$ cat src/nmea_rmc_time_checksum_parser_unit_assert.svh
// Assertion helpers for the RMC parser unit.
// Both macros assume signals named clk and rst in the enclosing module.
`ifndef NMEA_RMC_TIME_CHECKSUM_PARSER_UNIT_ASSERT_SVH
`define NMEA_RMC_TIME_CHECKSUM_PARSER_UNIT_ASSERT_SVH

// Same-cycle implication, disabled while in reset.
`define NRMC_ASSERT_SAME(lbl, ante, cons) \
  lbl: assert property (@(posedge clk) disable iff (rst) (ante) |-> (cons)) \
    else $error("nrmc assertion failed");

// Next-cycle implication, disabled while in reset.
`define NRMC_ASSERT_NEXT(lbl, ante, cons) \
  lbl: assert property (@(posedge clk) disable iff (rst) (ante) |=> (cons)) \
    else $error("nrmc assertion failed");

`endif

$ cat src/nrmc_pkg.sv
`timescale 1ns / 1ps

package nrmc_pkg;

  // ASCII codes used by the sentence parser.
  localparam logic [7:0] ASCII_DOLLAR = 8'h24;
  localparam logic [7:0] ASCII_STAR   = 8'h2A;
  localparam logic [7:0] ASCII_DOT    = 8'h2E;
  localparam logic [7:0] ASCII_COMMA  = 8'h2C;
  localparam logic [7:0] ASCII_G      = 8'h47;
  localparam logic [7:0] ASCII_P      = 8'h50;
  localparam logic [7:0] ASCII_R      = 8'h52;
  localparam logic [7:0] ASCII_M      = 8'h4D;
  localparam logic [7:0] ASCII_C      = 8'h43;
  localparam logic [7:0] ASCII_0      = 8'h30;
  localparam logic [7:0] ASCII_9      = 8'h39;
  localparam logic [7:0] ASCII_UA     = 8'h41;
  localparam logic [7:0] ASCII_UF     = 8'h46;
  localparam logic [7:0] ASCII_LA     = 8'h61;
  localparam logic [7:0] ASCII_LF     = 8'h66;

  // Header "$GPRMC," length and the reset value of the zone offset.
  localparam logic [2:0] HEADER_LEN       = 3'd7;
  localparam logic [4:0] ZONE_OFFSET_INIT = 5'd8;

  // One decoded sentence result.
  typedef struct packed {
    logic [4:0] local_hours;
    logic [6:0] minutes;
    logic [6:0] seconds;
    logic       checksum_ok;
  } result_t;

endpackage

$ cat src/nrmc_parser.sv
`timescale 1ns / 1ps

module nrmc_parser (
  input  logic                clk,
  input  logic                rst,
  input  logic                take,
  input  logic [7:0]          in_char,
  input  logic [4:0]          zone_offset,
  output nrmc_pkg::result_t   result,
  output logic                result_valid
);

  // Parse phases.
  localparam logic [2:0] PH_IDLE   = 3'd0;
  localparam logic [2:0] PH_HEADER = 3'd1;
  localparam logic [2:0] PH_TIME   = 3'd2;
  localparam logic [2:0] PH_BODY   = 3'd3;
  localparam logic [2:0] PH_HEX1   = 3'd4;
  localparam logic [2:0] PH_HEX2   = 3'd5;

  logic [2:0] phase, phase_next;
  logic [2:0] header_position, header_position_next;
  logic [7:0] running_xor, running_xor_next;
  logic [2:0] digit_count, digit_count_next;
  logic [6:0] hour_value, hour_value_next;
  logic [6:0] minute_value, minute_value_next;
  logic [6:0] second_value, second_value_next;
  logic [3:0] high_nibble, high_nibble_next;

  logic [4:0] hex_digit;
  logic [3:0] dec_digit;
  logic [7:0] hour_sum;

  // Expected header byte at a given position.
  function automatic logic [7:0] header_char(input logic [2:0] pos);
    logic [7:0] ch;
    case (pos)
      3'd0:    ch = nrmc_pkg::ASCII_DOLLAR;
      3'd1:    ch = nrmc_pkg::ASCII_G;
      3'd2:    ch = nrmc_pkg::ASCII_P;
      3'd3:    ch = nrmc_pkg::ASCII_R;
      3'd4:    ch = nrmc_pkg::ASCII_M;
      3'd5:    ch = nrmc_pkg::ASCII_C;
      3'd6:    ch = nrmc_pkg::ASCII_COMMA;
      default: ch = 8'h00;
    endcase
    return ch;
  endfunction

  // Hex digit value in the low nibble; the top bit flags a non-hex byte.
  function automatic logic [4:0] hex_value(input logic [7:0] c);
    logic [4:0] v;
    if (c >= nrmc_pkg::ASCII_0 && c <= nrmc_pkg::ASCII_9) begin
      v = {1'b0, 4'(c - nrmc_pkg::ASCII_0)};
    end else if (c >= nrmc_pkg::ASCII_UA && c <= nrmc_pkg::ASCII_UF) begin
      v = {1'b0, 4'(c - nrmc_pkg::ASCII_UA + 8'd10)};
    end else if (c >= nrmc_pkg::ASCII_LA && c <= nrmc_pkg::ASCII_LF) begin
      v = {1'b0, 4'(c - nrmc_pkg::ASCII_LA + 8'd10)};
    end else begin
      v = 5'b10000;
    end
    return v;
  endfunction

  // Decimal shift-in: v * 10 + d, kept to seven bits.
  function automatic logic [6:0] mul10_add(input logic [6:0] v, input logic [3:0] d);
    logic [6:0] r;
    r = {v[3:0], 3'b000} + {v[5:0], 1'b0} + {3'b000, d};
    return r;
  endfunction

  // Reduce a sum below 168 modulo 24 with three compare-subtract steps.
  function automatic logic [4:0] mod24(input logic [7:0] v);
    logic [7:0] r;
    r = v;
    if (r >= 8'd96) r = r - 8'd96;
    if (r >= 8'd48) r = r - 8'd48;
    if (r >= 8'd24) r = r - 8'd24;
    return r[4:0];
  endfunction

  assign hex_digit = hex_value(in_char);
  assign dec_digit = (in_char >= nrmc_pkg::ASCII_0 && in_char <= nrmc_pkg::ASCII_9) ?
                     4'(in_char - nrmc_pkg::ASCII_0) : 4'd0;
  assign hour_sum  = {1'b0, hour_value} + {3'b000, zone_offset};

  // Result fields come straight from the current state and the incoming byte.
  assign result.local_hours = mod24(hour_sum);
  assign result.minutes     = minute_value;
  assign result.seconds     = second_value;
  assign result.checksum_ok = (running_xor == {high_nibble, hex_digit[3:0]});

  // Next-state logic for one byte.
  always_comb begin
    phase_next           = phase;
    header_position_next = header_position;
    running_xor_next     = running_xor;
    digit_count_next     = digit_count;
    hour_value_next      = hour_value;
    minute_value_next    = minute_value;
    second_value_next    = second_value;
    high_nibble_next     = high_nibble;
    result_valid         = 1'b0;

    if (in_char == nrmc_pkg::ASCII_DOLLAR) begin
      // A dollar sign restarts a sentence from any phase.
      phase_next           = PH_HEADER;
      header_position_next = 3'd1;
      running_xor_next     = 8'h00;
      digit_count_next     = 3'd0;
      hour_value_next      = 7'd0;
      minute_value_next    = 7'd0;
      second_value_next    = 7'd0;
    end else begin
      case (phase)
        PH_HEADER: begin
          if (header_position < nrmc_pkg::HEADER_LEN &&
              in_char == header_char(header_position)) begin
            running_xor_next     = running_xor ^ in_char;
            header_position_next = header_position + 3'd1;
            if (header_position_next == nrmc_pkg::HEADER_LEN) begin
              phase_next = PH_TIME;
            end
          end else begin
            phase_next = PH_IDLE;
          end
        end
        PH_TIME: begin
          if (in_char == nrmc_pkg::ASCII_STAR) begin
            phase_next = PH_HEX1;
          end else begin
            running_xor_next = running_xor ^ in_char;
            if (in_char == nrmc_pkg::ASCII_DOT || in_char == nrmc_pkg::ASCII_COMMA) begin
              phase_next = PH_BODY;
            end else begin
              // Non-digits count as a zero digit; digits past six are ignored.
              if (digit_count < 3'd2) begin
                hour_value_next = mul10_add(hour_value, dec_digit);
              end else if (digit_count < 3'd4) begin
                minute_value_next = mul10_add(minute_value, dec_digit);
              end else if (digit_count < 3'd6) begin
                second_value_next = mul10_add(second_value, dec_digit);
              end
              if (digit_count < 3'd6) begin
                digit_count_next = digit_count + 3'd1;
              end
            end
          end
        end
        PH_BODY: begin
          if (in_char == nrmc_pkg::ASCII_STAR) begin
            phase_next = PH_HEX1;
          end else begin
            running_xor_next = running_xor ^ in_char;
          end
        end
        PH_HEX1: begin
          if (!hex_digit[4]) begin
            high_nibble_next = hex_digit[3:0];
            phase_next       = PH_HEX2;
          end else begin
            phase_next = PH_IDLE;
          end
        end
        PH_HEX2: begin
          phase_next   = PH_IDLE;
          result_valid = !hex_digit[4];
        end
        default: begin
          phase_next = PH_IDLE;
        end
      endcase
    end
  end

  // State registers advance only on an accepted byte.
  always_ff @(posedge clk) begin
    if (rst) begin
      phase           <= PH_IDLE;
      header_position <= 3'd0;
      running_xor     <= 8'h00;
      digit_count     <= 3'd0;
      hour_value      <= 7'd0;
      minute_value    <= 7'd0;
      second_value    <= 7'd0;
      high_nibble     <= 4'd0;
    end else if (take) begin
      phase           <= phase_next;
      header_position <= header_position_next;
      running_xor     <= running_xor_next;
      digit_count     <= digit_count_next;
      hour_value      <= hour_value_next;
      minute_value    <= minute_value_next;
      second_value    <= second_value_next;
      high_nibble     <= high_nibble_next;
    end
  end

endmodule

$ cat src/nmea_rmc_time_checksum_parser_unit.sv
`timescale 1ns / 1ps
`include "nmea_rmc_time_checksum_parser_unit_assert.svh"

// RMC sentence time and checksum parser.
// Input channel: one ASCII byte per request on in_char, with in_valid/in_ready.
// Output channel: one request per complete "$GPRMC," sentence, carrying the
// local hour (UTC hour plus zone offset, modulo 24), minutes, seconds and a
// checksum match flag, with out_valid/out_ready.
// Configuration: cfg_wr_en writes cfg_wr_data into the zone offset register
// at the clock edge; write it only while no sentence is in flight.
// The result is registered and appears in the cycle after the second checksum
// digit is accepted. Throughput: one byte per cycle while in_ready is high; the
// parser state updates in the same cycle a byte is accepted and feeds a single output register.
// Stall: while a result waits with out_ready low, in_ready drops until it is
// taken; in_ready is high whenever the output register is empty or draining.
// Reset: rst (synchronous) returns the parser to waiting for a dollar sign,
// empties the output register and sets the zone offset to 8.
module nmea_rmc_time_checksum_parser_unit (
  input  logic       clk,
  input  logic       rst,
  input  logic       cfg_wr_en,
  input  logic [4:0] cfg_wr_data,
  input  logic       in_valid,
  output logic       in_ready,
  input  logic [7:0] in_char,
  output logic       out_valid,
  input  logic       out_ready,
  output logic [4:0] local_hours,
  output logic [6:0] minutes,
  output logic [6:0] seconds,
  output logic       checksum_ok
);

  logic              take;
  logic [4:0]        zone_offset;
  nrmc_pkg::result_t result;
  logic              result_valid;
  nrmc_pkg::result_t out_reg;

  assign in_ready = !out_valid || out_ready;
  assign take     = in_valid && in_ready;

  // Zone offset configuration register.
  always_ff @(posedge clk) begin
    if (rst) begin
      zone_offset <= nrmc_pkg::ZONE_OFFSET_INIT;
    end else if (cfg_wr_en) begin
      zone_offset <= cfg_wr_data;
    end
  end

  nrmc_parser u_parser (
    .clk          (clk),
    .rst          (rst),
    .take         (take),
    .in_char      (in_char),
    .zone_offset  (zone_offset),
    .result       (result),
    .result_valid (result_valid)
  );

  // Output register: loads on an accepted byte that completes a sentence.
  always_ff @(posedge clk) begin
    if (rst) begin
      out_valid <= 1'b0;
    end else if (take) begin
      out_valid <= result_valid;
    end else if (out_ready) begin
      out_valid <= 1'b0;
    end
  end

  always_ff @(posedge clk) begin
    if (take && result_valid) begin
      out_reg <= result;
    end
  end

  assign local_hours = out_reg.local_hours;
  assign minutes     = out_reg.minutes;
  assign seconds     = out_reg.seconds;
  assign checksum_ok = out_reg.checksum_ok;

  // Checks on the output stage and hour reduction.
  `NRMC_ASSERT_SAME(a_hours_in_range, out_valid, local_hours < 5'd24)
  `NRMC_ASSERT_SAME(a_ready_when_empty, !out_valid, in_ready)
  `NRMC_ASSERT_SAME(a_result_from_byte, $rose(out_valid), $past(in_valid && in_ready))
  `NRMC_ASSERT_NEXT(a_dollar_no_result, in_valid && in_ready && in_char == nrmc_pkg::ASCII_DOLLAR, !$rose(out_valid))

endmodule
$ cat config.mk
export PLATFORM = sky130hd
export DESIGN_NAME = nmea_rmc_time_checksum_parser_unit
export DESIGN_NICKNAME = d
export VERILOG_FILES = /design/src/nrmc_pkg.sv /design/src/nrmc_parser.sv /design/src/nmea_rmc_time_checksum_parser_unit.sv
export VERILOG_INCLUDE_DIRS = /design/src /design/src/src
export SDC_FILE = /design/constraint.sdc
export NUM_CORES = 1
export LEC_CHECK = 0
export ABC_CLOCK_PERIOD_IN_PS = 4900
export BUFFER_PORTS_ARGS = -buffer_cell sky130_fd_sc_hd__clkbuf_2
export CAP_MARGIN = 20
export CORE_ASPECT_RATIO = 0.8
export CORE_UTILIZATION = 50
export DETAILED_ROUTE_END_ITERATION = 10
export HOLD_SLACK_MARGIN = 0.12
export PLACE_DENSITY = 0.67
export SLEW_MARGIN = 15
export SYNTH_ARGS = -nofsm -noshare
export SYNTH_HDL_FRONTEND = slang
export SYNTH_HIERARCHICAL = 1
export SYNTH_SLANG_ARGS = --single-unit
$ cat constraint.sdc
create_clock -name clk -period 4.9 [get_ports clk]
set_clock_uncertainty 0.15 [all_clocks]
set_input_delay 0.98 -clock clk [delete_from_list [all_inputs] [get_ports clk]]
set_output_delay 0.98 -clock clk [all_outputs]
set_load 0.02 [all_outputs]
==> results.rst <==
.. list-table::
   :header-rows: 1

   * - Metric
     - Value
   * - Outcome
     - finished, final reports clean
   * - Least setup slack across all paths after layout
     - approximately 0.90 ns
   * - CP Class
     - reg -> reg
   * - Number of nets in the layout
     - about 630
   * - CTS tree
     - built
   * - Number of violations of the max-capacitance limit
     - 0
   * - Type of the most critical hold path
     - reg -> reg
   * - Last weighted congestion value of the routability-driven placer
     - 0.903
   * - Worst reg2reg path startpoint
     - u_parser/hour_value[0]$_SDFFE_PP0P_
   * - Final worst path period share
     - 0.816
   * - Antenna violations before repair
     - 0
   * - Max rail drop VDD
     - between 0.15 and 0.2 mV
   * - Standby leakage power
     - between 2 and 2.5 nW
   * - CTS Hold Buffers Added
     - 0
   * - Ports placed on the boundary
     - 40
   * - Worst-skew pair later-pin latency
     - around 0.33 ns
   * - First-pass iteration count of the detailed router
     - 4
   * - Via density per instance
     - roughly 5.8
   * - Capture instance of the worst register-to-register path
     - local_hours[3]$_DFFE_PP_
   * - Post-route insts no fill
     - between 600 and 700
   * - I/O Buffers
     - 39
   * - Die Y
     - just under 90 µm
   * - Critical Path Sink Type
     - flop
   * - Syn Inst Count
     - about 530
   * - Layout cell share with drive strength beyond 1
     - 0.137
   * - Die extent in x
     - approximately 110 µm
   * - Number of enable flip-flop cells after synthesis
     - 20
   * - Core outline area
     - about 9000 µm²
   * - Setup TNS
     - 0 ns
   * - Cell area after layout
     - about 5300 µm²
   * - Worst path cell trace
     - ha_1 -> inv_1 -> fa_1 -> and2b_1 -> o2111ai_1 -> a21o_1 -> a31oi_1 -> inv_1 -> ha_1 -> a31oi_1 -> o31ai_1 -> a31oi_2 -> or4_1 -> nand3_1 -> a32oi_1 -> o211ai_1
   * - Worst-case reg-to-reg path depth
     - 16
   * - Number of distinct library cell variants in the gate-level netlist after synthesis
     - 72
   * - CTS H-tree depth
     - 3
   * - Routed wire per std cell
     - between 15 and 20 µm
   * - Setup slack on the worst flop-to-flop path
     - 0.90 ns
   * - Number of buffers created by CTS
     - 9
   * - Post-CTS setup buffer count
     - 0
   * - Total global-route track usage
     - 0.220
   * - Clock root buffer master
     - sky130_fd_sc_hd__clkbuf_16
   * - Slowest stage cell, crit path
     - sky130_fd_sc_hd__dfxtp_1
   * - Part of the Yosys area used for sequential elements
     - 0.330
   * - Nets in the synthesized netlist
     - just under 600
   * - Total power density per cell area
     - between 200 and 250 nW/µm²
   * - Setup repair after global routing missed its margin
     - no
   * - Final critical path time including I/O delays and setup
     - 4.00 ns
   * - Slowest Stage Delay on Critical Path
     - about 0.43 ns
   * - Worst slack after detailed placement
     - between 0.9 and 1 ns
   * - Hold Path Sink
     - minutes[6]$_DFFE_PP_
   * - Relative max-transition margin
     - 0.501
   * - Per-instance average area after synthesis
     - 8.99 µm²
   * - Placed cell area
     - around 5000 µm²
   * - Residual DRC
     - 0
   * - Die footprint
     - roughly 9900 µm²
   * - CTS Sinks
     - a little under 70
   * - Highest Clock Rate
     - 250 MHz
   * - Final number of max-transition violations
     - 0
   * - Startpoint of the tightest hold check path
     - u_parser/minute_value[6]$_SDFFE_PP0P_
   * - Std-Cell Rows
     - 31
   * - Share of async-settable or async-resettable flops after synthesis
     - 0
   * - Post-synthesis instance area
     - between 4000 and 5000 µm²
   * - Initial cell density of the core
     - 0.520
   * - Leading cell types by total area after synthesis
     - sky130_fd_sc_hd__dfxtp_1, sky130_fd_sc_hd__edfxtp_1, sky130_fd_sc_hd__ha_1
   * - Starting DRT DRC Count
     - approximately 220
   * - Data required time at the worst endpoint
     - 4.81 ns
   * - Highest fanout seen on the critical path
     - 9
   * - Largest area contributor in the synthesized netlist
     - sky130_fd_sc_hd__dfxtp_1
   * - Placed instance count
     - 663
   * - Overall routed net length
     - roughly 10,000 µm
   * - Register bit total from synthesis
     - 68
   * - Worst Hold Depth
     - 0
   * - Number of global-route vias before repair
     - about 3,700
   * - Filler Cells Inserted
     - about 800
   * - Ant. Diodes
     - 0
   * - Crit start category
     - flop
   * - Post-route antenna net violation count
     - 0
   * - Dominant synthesized flop cell
     - sky130_fd_sc_hd__dfxtp_1
   * - Clock buffer depth
     - 2
   * - Total overflow reported by the global router
     - 0
   * - Post-cts sizing count
     - 0
   * - Global-route wire length before repair
     - 17,400 µm
   * - Area growth, synth to finish
     - 11.9%
   * - Data arrival time at the worst-slack endpoint
     - about 3.9 ns
   * - Largest net degree at the start of global routing
     - 30
   * - Final HPWL from detailed placement
     - approximately 7500 µm
   * - Clock input transition at the sequential cells of the worst setup and hold paths
     - 0.06 ns
   * - DR vias
     - 3,958
   * - Final hold vios
     - 0
   * - Final setup violating endpoints
     - 0
   * - Count of synthesis-stage warnings from yosys
     - 6
   * - Area fraction of the dominant cell type after synthesis
     - 0.203
   * - Final core occ
     - 0.582
   * - Slew at the pin closest to its max-slew limit
     - between 0.7 and 0.8 ns
## cells in the final DEF, fill, tap and decap left out, types with 5 or more instances in the layout
master / count
sky130_fd_sc_hd__nor2_1: 56
sky130_fd_sc_hd__buf_4: 5
sky130_fd_sc_hd__dfxtp_1: 48
sky130_fd_sc_hd__a21oi_1: 48
sky130_fd_sc_hd__nor3_1: 14
sky130_fd_sc_hd__a31oi_1: 6
sky130_fd_sc_hd__or4_1: 5
sky130_fd_sc_hd__nand4_1: 7
sky130_fd_sc_hd__a21o_1: 9
sky130_fd_sc_hd__edfxtp_1: 20
sky130_fd_sc_hd__nand3_1: 9
sky130_fd_sc_hd__a211oi_1: 5
sky130_fd_sc_hd__clkbuf_16: 9
sky130_fd_sc_hd__mux2i_1: 11
sky130_fd_sc_hd__o22ai_1: 6
sky130_fd_sc_hd__ha_1: 43
sky130_fd_sc_hd__xnor2_1: 22
sky130_fd_sc_hd__fa_1: 7
sky130_fd_sc_hd__nand2_1: 32
sky130_fd_sc_hd__and3_1: 9
sky130_fd_sc_hd__or3_1: 5
sky130_fd_sc_hd__o21ai_0: 8
sky130_fd_sc_hd__xor2_1: 7
sky130_fd_sc_hd__inv_1: 33
sky130_fd_sc_hd__nor2b_1: 8
sky130_fd_sc_hd__clkbuf_2: 39
sky130_fd_sc_hd__a22oi_1: 8
## layer usage
metal  vias up  GRT usage  routed length (µm)
met1      1874      0.294                5250
met4         0     0.0715                 112
li1       1980          -                   -
met2        93      0.359                4550
met3        11     0.0468                 468
met5         -          0                   0
## worst max-delay path: cells and delay by family, from the launching register on
family / cells / cell delay [ns]
AND/OR/NAND/NOR: 3 / 0.59
flip-flops: 1 / 0.43
AO/OA/AOI/OAI: 8 / 1.59
buffers and inverters: 2 / 0.14
adder cells (fa/ha/maj): 3 / 0.84
## cells in the mapped netlist (8+ instances only)
cell type / n
sky130_fd_sc_hd__nor2_1: 56
sky130_fd_sc_hd__a21oi_1: 48
sky130_fd_sc_hd__dfxtp_1: 48
sky130_fd_sc_hd__ha_1: 43
sky130_fd_sc_hd__inv_1: 33
sky130_fd_sc_hd__nand2_1: 32
sky130_fd_sc_hd__xnor2_1: 22
sky130_fd_sc_hd__edfxtp_1: 20
sky130_fd_sc_hd__nor3_1: 14
sky130_fd_sc_hd__clkbuf_1: 11
sky130_fd_sc_hd__mux2i_1: 11
sky130_fd_sc_hd__a21o_1: 9
sky130_fd_sc_hd__and3_1: 9
sky130_fd_sc_hd__nand3_1: 9
sky130_fd_sc_hd__nor2b_1: 9
sky130_fd_sc_hd__a22oi_1: 8
sky130_fd_sc_hd__o21ai_0: 8
## registers in the layout (all words and copies together) (netlist names)
| register | flops |
|---|---|
| checksum_ok | 1 |
| local_hours | 5 |
| minutes | 7 |
| out_valid | 1 |
| seconds | 7 |
| u_parser/digit_count | 3 |
| u_parser/header_position | 3 |
| u_parser/high_nibble | 4 |
| u_parser/hour_value | 7 |
| u_parser/minute_value | 7 |
| u_parser/phase | 3 |
| u_parser/running_xor | 8 |
| u_parser/second_value | 7 |
| zone_offset | 5 |
## final cells by class
class | instances | area, µm² | area share
Multi-Input combinational cell | 402 | 2940 | 0.554
Sequential cell | 68 | 1560 | 0.295
Clock buffer | 12 | 246 | 0.0465
Timing Repair Buffer | 44 | 233 | 0.0439
Tap cell | 115 | 144 | 0.0271
Inverter | 34 | 128 | 0.0241
Clock inverter | 4 | 50.0 | 0.00944
## through the flow
stage / total power, mW / hold WS, ns
2_1_floorplan: 0.648 / 0.259
3_3_place_gp: 0.669 / 0.271
3_5_place_dp: 0.670 / 0.269
4_1_cts: 1.32 / 0.291
5_1_grt: 1.36 / 0.295
6_report: 1.31 / 0.291
## how the worst max path moves through the flow
stage	from	cells past startpoint	slack [ns]	to
2_1_floorplan	in_char[0]	9	0.96	checksum_ok$_DFFE_PP_
3_3_place_gp	in_char[0]	15	0.98	u_parser/hour_value[6]$_SDFFE_PP0P_
3_5_place_dp	in_char[0]	15	0.91	u_parser/second_value[6]$_SDFFE_PP0P_
4_1_cts	u_parser/hour_value[0]$_SDFFE_PP0P_	16	0.93	local_hours[3]$_DFFE_PP_
5_1_grt	u_parser/hour_value[0]$_SDFFE_PP0P_	16	0.48	local_hours[3]$_DFFE_PP_
6_report	u_parser/hour_value[0]$_SDFFE_PP0P_	16	0.90	local_hours[3]$_DFFE_PP_
## where the power goes
group          leakage [nW]  internal [mW]  switching, mW
Combinational          1.57         0.0274         0.0490
Sequential            0.605          0.580        0.00222
Clock                 0.139          0.407          0.241
## cells by family (layout without fill, tap and decap cells)
family	Yosys count	count (layout)	share of synthesized area
xor+xnor	29	29	0.0536
simple gates	173	173	0.191
compound gates	139	139	0.209
flops	68	68	0.330
buf+inv	57	94	0.0504
mux	11	11	0.0232
fa+ha+maj	50	50	0.143
Power figures use the tool's default switching activity.
